`config.mk`:
```
export PLATFORM = sky130hd
export DESIGN_NAME = rgb_pixel_point_ops_flat
export DESIGN_NICKNAME = d
export VERILOG_FILES = /design/src/rtl/rpo_pkg.sv /design/src/rtl/rpo_in_if.sv /design/src/rtl/rpo_out_if.sv /design/src/rtl/rgb_pixel_point_ops.sv /design/src/rtl/rpo_cfg_regs.sv /design/src/rtl/rpo_pixel_ops.sv /design/src/flat_wrapper.sv
export SDC_FILE = /design/constraint.sdc
export NUM_CORES = 2
export LEC_CHECK = 0
export ABC_AREA = 1
export BUFFER_PORTS_ARGS = -buffer_cell sky130_fd_sc_hd__buf_2
export CORE_MARGIN = 8
export CORE_UTILIZATION = 45
export CTS_CLUSTER_DIAMETER = 120
export DETAILED_ROUTE_END_ITERATION = 12
export HOLD_SLACK_MARGIN = 0.08
export SLEW_MARGIN = 20
export SYNTH_ARGS = -nofsm -noshare
export SYNTH_HDL_FRONTEND = slang
export SYNTH_SLANG_ARGS = --single-unit
```
`constraint.sdc`:
```
create_clock -name clk -period 10.5 [get_ports clk]
set_clock_uncertainty 0.05 [all_clocks]
set_input_delay 1.05 -clock clk [delete_from_list [all_inputs] [get_ports clk]]
set_output_delay 1.05 -clock clk [all_outputs]
set_load 0.02 [all_outputs]
```
`src/rtl/rpo_pkg.sv`:
```
// ----------------------------------------------------------------------------
// rpo_pkg: shared types and constants for the RGB pixel point operations
// Holds the pixel and configuration types, the operation and register codes,
// the reset values of the registers and the grayscale mean helper.
// ----------------------------------------------------------------------------
package rpo_pkg;

    localparam int RPO_CHAN_W                = 8;
    localparam int RPO_GAIN_W                = 16;
    localparam int RPO_CFG_DATA_W            = 16;
    localparam int RPO_CFG_INDEX_W           = 3;
    localparam int RPO_GAIN_FRAC_BITS_DEFAULT = 8;

    localparam logic [RPO_CHAN_W-1:0] RPO_CHAN_MAX = 8'd255;
    localparam logic [RPO_CHAN_W-1:0] RPO_MID_GRAY = 8'd128;

    // Reset gain of 1.0 for the default fixed-point format.
    localparam logic [RPO_GAIN_W-1:0] RPO_GAIN_RESET = 16'd256;

    typedef enum logic [1:0] {
        OP_GRAY     = 2'd0,
        OP_TINT     = 2'd1,
        OP_CONTRAST = 2'd2,
        OP_NEGATIVE = 2'd3
    } op_mode_t;

    typedef enum logic [RPO_CFG_INDEX_W-1:0] {
        CFG_OP_MODE         = 3'd0,
        CFG_GAIN_RED        = 3'd1,
        CFG_GAIN_GREEN      = 3'd2,
        CFG_GAIN_BLUE       = 3'd3,
        CFG_CONTRAST_FACTOR = 3'd4
    } cfg_index_t;

    typedef struct packed {
        logic [RPO_CHAN_W-1:0] red;
        logic [RPO_CHAN_W-1:0] green;
        logic [RPO_CHAN_W-1:0] blue;
    } pixel_t;

    typedef struct packed {
        op_mode_t              op_mode;
        logic [RPO_GAIN_W-1:0] gain_red;
        logic [RPO_GAIN_W-1:0] gain_green;
        logic [RPO_GAIN_W-1:0] gain_blue;
        logic [RPO_GAIN_W-1:0] contrast_factor;
    } cfg_t;

    // Division by three of a sum of three channels (at most 765) done as a
    // multiplication by 683/2048. The error stays below 1/8, so the floor is
    // exact over the whole range.
    localparam logic [10:0] RPO_RECIP3      = 11'd683;
    localparam int          RPO_RECIP3_SHIFT = 11;

    function automatic logic [RPO_CHAN_W-1:0] gray_mean(input logic [9:0] sum);
        logic [20:0] prod;
        begin
            prod = {11'd0, sum} * {10'd0, RPO_RECIP3};
            gray_mean = prod[RPO_RECIP3_SHIFT +: RPO_CHAN_W];
        end
    endfunction

endpackage

```
`src/rtl/rpo_in_if.sv`:
```
// ----------------------------------------------------------------------------
// rpo_in_if: input pixel channel
// Valid/ready channel that carries one input RGB pixel per transfer.
// ----------------------------------------------------------------------------
interface rpo_in_if;
    logic       valid;
    logic       ready;
    logic [7:0] in_red;
    logic [7:0] in_green;
    logic [7:0] in_blue;

    modport source (output valid, output in_red, output in_green, output in_blue,
                    input ready);
    modport sink   (input valid, input in_red, input in_green, input in_blue,
                    output ready);
endinterface

```
`src/rtl/rpo_out_if.sv`:
```
// ----------------------------------------------------------------------------
// rpo_out_if: result pixel channel
// Valid/ready channel that carries one processed RGB pixel per transfer.
// ----------------------------------------------------------------------------
interface rpo_out_if;
    logic       valid;
    logic       ready;
    logic [7:0] out_red;
    logic [7:0] out_green;
    logic [7:0] out_blue;

    modport source (output valid, output out_red, output out_green, output out_blue,
                    input ready);
    modport sink   (input valid, input out_red, input out_green, input out_blue,
                    output ready);
endinterface

```
`src/rtl/rgb_pixel_point_ops.sv`:
```
// ----------------------------------------------------------------------------
// rgb_pixel_point_ops: point operations on an RGB pixel stream
// Top level: input register, pixel arithmetic, result register, config port.
// ----------------------------------------------------------------------------
// The block takes one 8-bit RGB pixel per transfer on the pixel channel and
// returns one processed pixel per transfer on the result channel, in order.
// It sustains one pixel per clock cycle while the result side is not stalled;
// a pixel passes through two register stages on its way to the result channel:
// an input register that holds the accepted pixel, and a result register that
// holds the processed pixel while it waits for the consumer. The arithmetic
// between them is a single combinational pass (one 16x8 multiply per channel
// at most). The mode and the gains are written through the configuration
// port; they must only be changed while no pixel is in flight.
// ----------------------------------------------------------------------------
module rgb_pixel_point_ops
    import rpo_pkg::*;
#(
    parameter int GAIN_FRAC_BITS = RPO_GAIN_FRAC_BITS_DEFAULT
)
(
    input  logic                       clk,
    input  logic                       rst_n,
    rpo_in_if.sink                     pixel,
    rpo_out_if.source                  result,
    input  logic                       cfg_we,
    input  logic [RPO_CFG_INDEX_W-1:0] cfg_index,
    input  logic [RPO_CFG_DATA_W-1:0]  cfg_data
);

    cfg_t   cfg;
    pixel_t in_pix;
    pixel_t ops_res;

    logic   s1_valid_reg;
    logic   s1_valid_next;
    pixel_t s1_pix_reg;
    logic   out_valid_reg;
    logic   out_valid_next;
    pixel_t out_pix_reg;

    logic   out_advance;
    logic   in_xfer;

    // Configuration registers.
    rpo_cfg_regs u_cfg_regs
    (
        .clk       (clk),
        .rst_n     (rst_n),
        .cfg_we    (cfg_we),
        .cfg_index (cfg_index),
        .cfg_data  (cfg_data),
        .cfg       (cfg)
    );

    assign in_pix.red   = pixel.in_red;
    assign in_pix.green = pixel.in_green;
    assign in_pix.blue  = pixel.in_blue;

    // The result register can take a new pixel when it is empty or when its
    // current pixel leaves in this cycle. The input register can take a new
    // pixel when it is empty or when its pixel moves on to the result stage.
    // This lets a new pixel transfer in while a finished pixel still waits.
    assign out_advance = !out_valid_reg || result.ready;
    assign pixel.ready = !s1_valid_reg || out_advance;
    assign in_xfer     = pixel.valid && pixel.ready;

    always_comb
    begin
        s1_valid_next = s1_valid_reg;
        if (pixel.ready)
            s1_valid_next = pixel.valid;
    end

    always_comb
    begin
        out_valid_next = out_valid_reg;
        if (out_advance)
            out_valid_next = s1_valid_reg;
    end

    always_ff @(posedge clk or negedge rst_n)
    begin
        if (!rst_n)
        begin
            s1_valid_reg  <= 1'b0;
            out_valid_reg <= 1'b0;
        end
        else
        begin
            s1_valid_reg  <= s1_valid_next;
            out_valid_reg <= out_valid_next;
        end
    end

    // Payload registers load only on a transfer into their stage.
    always_ff @(posedge clk)
    begin
        if (in_xfer)
            s1_pix_reg <= in_pix;
        if (out_advance && s1_valid_reg)
            out_pix_reg <= ops_res;
    end

    // Per-pixel arithmetic on the registered input pixel.
    rpo_pixel_ops #(
        .GAIN_FRAC_BITS (GAIN_FRAC_BITS)
    ) u_pixel_ops
    (
        .pix (s1_pix_reg),
        .cfg (cfg),
        .res (ops_res)
    );

    assign result.valid     = out_valid_reg;
    assign result.out_red   = out_pix_reg.red;
    assign result.out_green = out_pix_reg.green;
    assign result.out_blue  = out_pix_reg.blue;

endmodule

```
`src/rtl/rpo_cfg_regs.sv`:
```
// ----------------------------------------------------------------------------
// rpo_cfg_regs: configuration register file
// Holds the mode, the three tint gains and the contrast factor. Writes to an
// index beyond the register list are ignored.
// ----------------------------------------------------------------------------
module rpo_cfg_regs
    import rpo_pkg::*;
(
    input  logic                       clk,
    input  logic                       rst_n,
    input  logic                       cfg_we,
    input  logic [RPO_CFG_INDEX_W-1:0] cfg_index,
    input  logic [RPO_CFG_DATA_W-1:0]  cfg_data,
    output cfg_t                       cfg
);

    cfg_t cfg_reg;
    cfg_t cfg_next;

    always_comb
    begin
        cfg_next = cfg_reg;
        if (cfg_we)
        begin
            case (cfg_index)
                CFG_OP_MODE:         cfg_next.op_mode         = op_mode_t'(cfg_data[1:0]);
                CFG_GAIN_RED:        cfg_next.gain_red        = cfg_data[RPO_GAIN_W-1:0];
                CFG_GAIN_GREEN:      cfg_next.gain_green      = cfg_data[RPO_GAIN_W-1:0];
                CFG_GAIN_BLUE:       cfg_next.gain_blue       = cfg_data[RPO_GAIN_W-1:0];
                CFG_CONTRAST_FACTOR: cfg_next.contrast_factor = cfg_data[RPO_GAIN_W-1:0];
                default:             cfg_next = cfg_reg;
            endcase
        end
    end

    always_ff @(posedge clk or negedge rst_n)
    begin
        if (!rst_n)
        begin
            cfg_reg.op_mode         <= OP_GRAY;
            cfg_reg.gain_red        <= RPO_GAIN_RESET;
            cfg_reg.gain_green      <= RPO_GAIN_RESET;
            cfg_reg.gain_blue       <= RPO_GAIN_RESET;
            cfg_reg.contrast_factor <= RPO_GAIN_RESET;
        end
        else
        begin
            cfg_reg <= cfg_next;
        end
    end

    assign cfg = cfg_reg;

endmodule

```
`src/rtl/rpo_pixel_ops.sv`:
```
// ----------------------------------------------------------------------------
// rpo_pixel_ops: per-pixel arithmetic
// Computes grayscale, tint, contrast or negative of one pixel in a single
// pass of combinational logic.
// ----------------------------------------------------------------------------
module rpo_pixel_ops
    import rpo_pkg::*;
#(
    parameter int GAIN_FRAC_BITS = RPO_GAIN_FRAC_BITS_DEFAULT
)
(
    input  pixel_t pix,
    input  cfg_t   cfg,
    output pixel_t res
);

    localparam int TINT_PROD_W = RPO_CHAN_W + RPO_GAIN_W;
    localparam int CON_PROD_W  = RPO_GAIN_W + RPO_CHAN_W + 2;

    // Floor of c * gain, saturated at the channel maximum.
    function automatic logic [RPO_CHAN_W-1:0] tint_chan(
        input logic [RPO_CHAN_W-1:0] c,
        input logic [RPO_GAIN_W-1:0] gain
    );
        logic [TINT_PROD_W-1:0] prod;
        logic [TINT_PROD_W-1:0] q;
        begin
            prod = {{RPO_GAIN_W{1'b0}}, c} * {{RPO_CHAN_W{1'b0}}, gain};
            q    = prod >> GAIN_FRAC_BITS;
            if (q > TINT_PROD_W'(RPO_CHAN_MAX))
                tint_chan = RPO_CHAN_MAX;
            else
                tint_chan = q[RPO_CHAN_W-1:0];
        end
    endfunction

    // Factor times the distance from mid-gray, floored by an arithmetic shift,
    // moved back around mid-gray and clamped to the channel range.
    function automatic logic [RPO_CHAN_W-1:0] contrast_chan(
        input logic [RPO_CHAN_W-1:0] c,
        input logic [RPO_GAIN_W-1:0] factor
    );
        logic signed [RPO_CHAN_W:0]   d;
        logic signed [RPO_GAIN_W:0]   f;
        logic signed [CON_PROD_W-1:0] p;
        logic signed [CON_PROD_W-1:0] q;
        logic signed [CON_PROD_W-1:0] s;
        begin
            d = $signed({1'b0, c}) - $signed({1'b0, RPO_MID_GRAY});
            f = $signed({1'b0, factor});
            p = CON_PROD_W'(f) * CON_PROD_W'(d);
            q = p >>> GAIN_FRAC_BITS;
            s = q + $signed(CON_PROD_W'(RPO_MID_GRAY));
            if (s < 0)
                contrast_chan = '0;
            else if (s > $signed(CON_PROD_W'(RPO_CHAN_MAX)))
                contrast_chan = RPO_CHAN_MAX;
            else
                contrast_chan = s[RPO_CHAN_W-1:0];
        end
    endfunction

    logic [9:0]            chan_sum;
    logic [RPO_CHAN_W-1:0] mean;

    assign chan_sum = {2'b00, pix.red} + {2'b00, pix.green} + {2'b00, pix.blue};
    assign mean     = gray_mean(chan_sum);

    always_comb
    begin
        case (cfg.op_mode)
            OP_GRAY:
            begin
                res.red   = mean;
                res.green = mean;
                res.blue  = mean;
            end
            OP_TINT:
            begin
                res.red   = tint_chan(pix.red,   cfg.gain_red);
                res.green = tint_chan(pix.green, cfg.gain_green);
                res.blue  = tint_chan(pix.blue,  cfg.gain_blue);
            end
            OP_CONTRAST:
            begin
                res.red   = contrast_chan(pix.red,   cfg.contrast_factor);
                res.green = contrast_chan(pix.green, cfg.contrast_factor);
                res.blue  = contrast_chan(pix.blue,  cfg.contrast_factor);
            end
            default:
            begin
                res.red   = RPO_CHAN_MAX - pix.red;
                res.green = RPO_CHAN_MAX - pix.green;
                res.blue  = RPO_CHAN_MAX - pix.blue;
            end
        endcase
    end

endmodule

```
`src/flat_wrapper.sv`:
```
// flat-port wrapper written by rule: the top's interface ports become plain ports
module rgb_pixel_point_ops_flat import rpo_pkg::*;
#(
    parameter int GAIN_FRAC_BITS = RPO_GAIN_FRAC_BITS_DEFAULT
)
  (clk, rst_n, cfg_we, cfg_index, cfg_data, pixel_valid, pixel_in_red, pixel_in_green, pixel_in_blue, pixel_ready, result_valid, result_out_red, result_out_green, result_out_blue, result_ready);
  rpo_in_if pixel_i ();
  rpo_out_if result_i ();
  input  logic clk;
  input  logic rst_n;
  input  logic cfg_we;
  input  logic [RPO_CFG_INDEX_W-1:0] cfg_index;
  input  logic [RPO_CFG_DATA_W-1:0] cfg_data;
  input wire logic [$bits(pixel_i.valid)-1:0] pixel_valid;
  input wire logic [$bits(pixel_i.in_red)-1:0] pixel_in_red;
  input wire logic [$bits(pixel_i.in_green)-1:0] pixel_in_green;
  input wire logic [$bits(pixel_i.in_blue)-1:0] pixel_in_blue;
  output wire logic [$bits(pixel_i.ready)-1:0] pixel_ready;
  output wire logic [$bits(result_i.valid)-1:0] result_valid;
  output wire logic [$bits(result_i.out_red)-1:0] result_out_red;
  output wire logic [$bits(result_i.out_green)-1:0] result_out_green;
  output wire logic [$bits(result_i.out_blue)-1:0] result_out_blue;
  input wire logic [$bits(result_i.ready)-1:0] result_ready;
  assign pixel_i.valid = pixel_valid;
  assign pixel_i.in_red = pixel_in_red;
  assign pixel_i.in_green = pixel_in_green;
  assign pixel_i.in_blue = pixel_in_blue;
  assign pixel_ready = pixel_i.ready;
  assign result_valid = result_i.valid;
  assign result_out_red = result_i.out_red;
  assign result_out_green = result_i.out_green;
  assign result_out_blue = result_i.out_blue;
  assign result_i.ready = result_ready;
  rgb_pixel_point_ops #(.GAIN_FRAC_BITS(GAIN_FRAC_BITS)) u_core (.clk(clk), .rst_n(rst_n), .pixel(pixel_i), .result(result_i), .cfg_we(cfg_we), .cfg_index(cfg_index), .cfg_data(cfg_data));
endmodule
```
==> flow_summary.yaml <==
worst_hold_path:
  holdCritPathClass: "reg -> reg"
cells_and_area:
  final_net_count: 5674
  largest_reg_flops: 66
  drive_above_1_share: 0.0581
  area_growth_pct: 5.28
timing:
  rsz0062_at_grt: "no"
  period_share: 0.747
  fmax_mhz: 127
  finalHoldViolCount: 0
  setup_viol: 0
  worst_slew_pin_slew_ps: 1100
  relSlewSlack: 0.266
  slew_violations: 0
  period_needed_ps: 7850
  setup_tns_ps: 0
logic_synthesis:
  ys_types: 61
  ys_ff_latch: 116
  synth_edf_count: 48
  synth_top_cell_by_area: "fa_1"
  yosysTopAreaCellShare: 0.323
  yosysSeqAreaShare: 0.0896
  ys_warn_count: 0
  synth_fp_nets: 5740
  syn_inst: 4731
  syn_area_mm2: 0.0351
  synthArstFlopShare: 0.586
  synth.area.top_cells: "fa_1 (32%), ha_1 (14%), nand2_1 (13%), inv_1 (12%), dfrtp_1 (4.6%)"
  synth_ff_type: "dfrtp_1"
  synth.avg_cell_area_um2: 7.42
floorplanning:
  rows: 102
  pin_count: 74
  dieArea_mm2: 0.0872
  die_x_um: 295
  core_region_area_mm2: 0.0773
  die_y_um: 295
  start_util: 0.454
critical_path:
  path_common_cell: "ha_1"
  cp.buffers_inverters: 4
  arrival_ps: 8110
  startpoint_type: "register"
  slowest_stage: "fa_1"
  cp_max_fo: 31
  path_class: "reg -> reg"
  cp-end-kind: "register"
  slowest_delay_ps: 520
  critPathTopFamily: "adder cells"
  critPathRequiredTime_ps: 10760
global_routing:
  grt_pass1_wl_um: 164000
  grt_use_total: 0.240
  grt_max_degree: 46
  grt_pass1_vias: 29500
  grt_overflow: 0
  antenna_found_initial: 13
route:
  finalWirelength_um: 102000
  wl_per_cell_um: 17.8
  dr.pass1.iters: 5
  drt_iter0_drc: 1990
  drcViolationCount: 0
  viasPerCell: 5.07
  route.vias.total: 29000
  ant_nets: 0
clock_tree:
  clk_pin_slew_ps: 60
  postCtsSetupBuffers: 0
  clk_path_buf_depth: 2
  h-tree-depth: 4
  clock_latency_ps: 450
  root_buffer: "clkbuf_16"
  cts_tree: "built"
  numClockSinks: 116
  cts_buffers: 17
  ctsHoldBuffers: 0
  cts_resized: 0
place:
  dp_hpwl_um: 82100
  portBuffers: 73
  gp_congestion: 0.934
outcome:
  status: "completed"
flow_run:
  drv_cap: 0
routing by layer:
layer | wire length, um | global-route usage | share of wire
met5 | 40 | 0 | 0.00039
met1 | 44800 | 0.322 | 0.44
met2 | 45700 | 0.383 | 0.45
met3 | 7320 | 0.0456 | 0.072
met4 | 4150 | 0.0918 | 0.041
cell type report:
| type | count | area (um2) |
|---|---|---|
| fillers | 7925 | 40400 |
| multi-input cells | 3280 | 27000 |
| inverters | 1131 | 4250 |
| flip-flops and latches | 116 | 3150 |
| well taps | 1040 | 1300 |
| repair buffers | 119 | 713 |
| clock buffers | 25 | 507 |
| clock inverters | 7 | 71.3 |
| diodes | 9 | 22.5 |
through the flow:
| step | worst slack, ps | instances | util | hold WS [ps] | cell area [um2] |
|---|---|---|---|---|---|
| 6_report | 2650 | 5727 | 0.478 | 476 | 37000 |
| 5_1_grt | 2040 | 5722 | 0.478 | 500 | 37000 |
| 4_1_cts | 2590 | 5718 | 0.478 | 475 | 36900 |
| 3_5_place_dp | 2580 | 5686 | 0.470 | 454 | 36400 |
| 3_3_place_gp | 2680 | 5686 | 0.470 | 449 | 36400 |
| 2_1_floorplan | 3660 | 4731 | - | 397 | 35100 |
worst paths after layout:
kind / start / endpoint / slack (ps) / cells after the start
max in group asynchronous: rst_n / u_core.u_cfg_regs.cfg[6] / 8940 / 2
worst min register to register: u_core.s1_valid_reg / u_core.result.valid / 480 / 2
min in group asynchronous: rst_n / u_core.u_cfg_regs.cfg[37] / 490 / 1
worst max-delay path: u_core.s1_pix_reg[8] / u_core.result.out_red[5] / 2650 / 34
worst min-delay path: u_core.s1_valid_reg / u_core.result.valid / 480 / 2
worst max register to register: u_core.s1_pix_reg[8] / u_core.result.out_red[5] / 2650 / 34
cell usage in the layout (no fill, tap or decap), types with 21 or more instances in the layout:
cell,netlist,routed
nand3_1,168,168
buf_4,2,47
nor3_1,27,27
nand2_2,38,38
nand2_1,1242,1242
inv_1,1116,1116
nor2_1,245,244
o21ai_0,133,133
xor2_1,55,55
dfrtp_1,64,64
nand4_1,21,21
fa_1,566,566
buf_2,4,72
a21oi_1,195,194
ha_1,395,395
edfxtp_1,48,48
xnor2_1,35,35
cell families after synthesis:
kind of cell	Yosys count	share of synthesized area
buffers and inverters	1335	0.143
adders and majority gates	961	0.463
and+or+nand+nor	1819	0.216
DFF	116	0.0896
xor gates and xnor gates	93	0.0238
AOI/OAI and AO/OA	407	0.0639
worst register-to-register path: cells and delay by family (launching register included):
kind / cells / cell delay [ps]
AO/OA/AOI/OAI: 10 / 1880
AND/OR/NAND/NOR: 9 / 1030
XOR/XNOR: 2 / 490
adder cells (fa/ha/maj): 9 / 3430
flip-flops: 1 / 350
buffers and inverters: 4 / 500
cells in the mapped netlist (3+ instances only):
library cell / count
buf_1: 13
o21bai_1: 15
a21oi_1: 195
nor2_4: 6
nor3_1: 27
nor2_1: 245
nand2_1: 1242
ha_1: 395
dfrtp_1: 64
nand2_2: 38
inv_2: 11
o31ai_1: 3
or2_2: 7
fa_1: 566
nor4_1: 7
buf_2: 4
nand3b_1: 15
a21o_1: 9
nand4_1: 21
nand3_1: 168
edfxtp_1: 48
dfstp_2: 4
inv_1: 1116
o21a_1: 7
nand3_2: 6
xor2_1: 55
a31oi_1: 5
nand2_4: 7
clkbuf_1: 183
and3_1: 3
a21oi_2: 14
a211oi_1: 4
clkinv_1: 4
nor2_2: 13
o21ai_1: 10
o21ai_0: 133
xnor2_1: 35
Power is not shown: default switching activity piles up to over one toggle a cycle in this logic, so the estimate is an artifact.
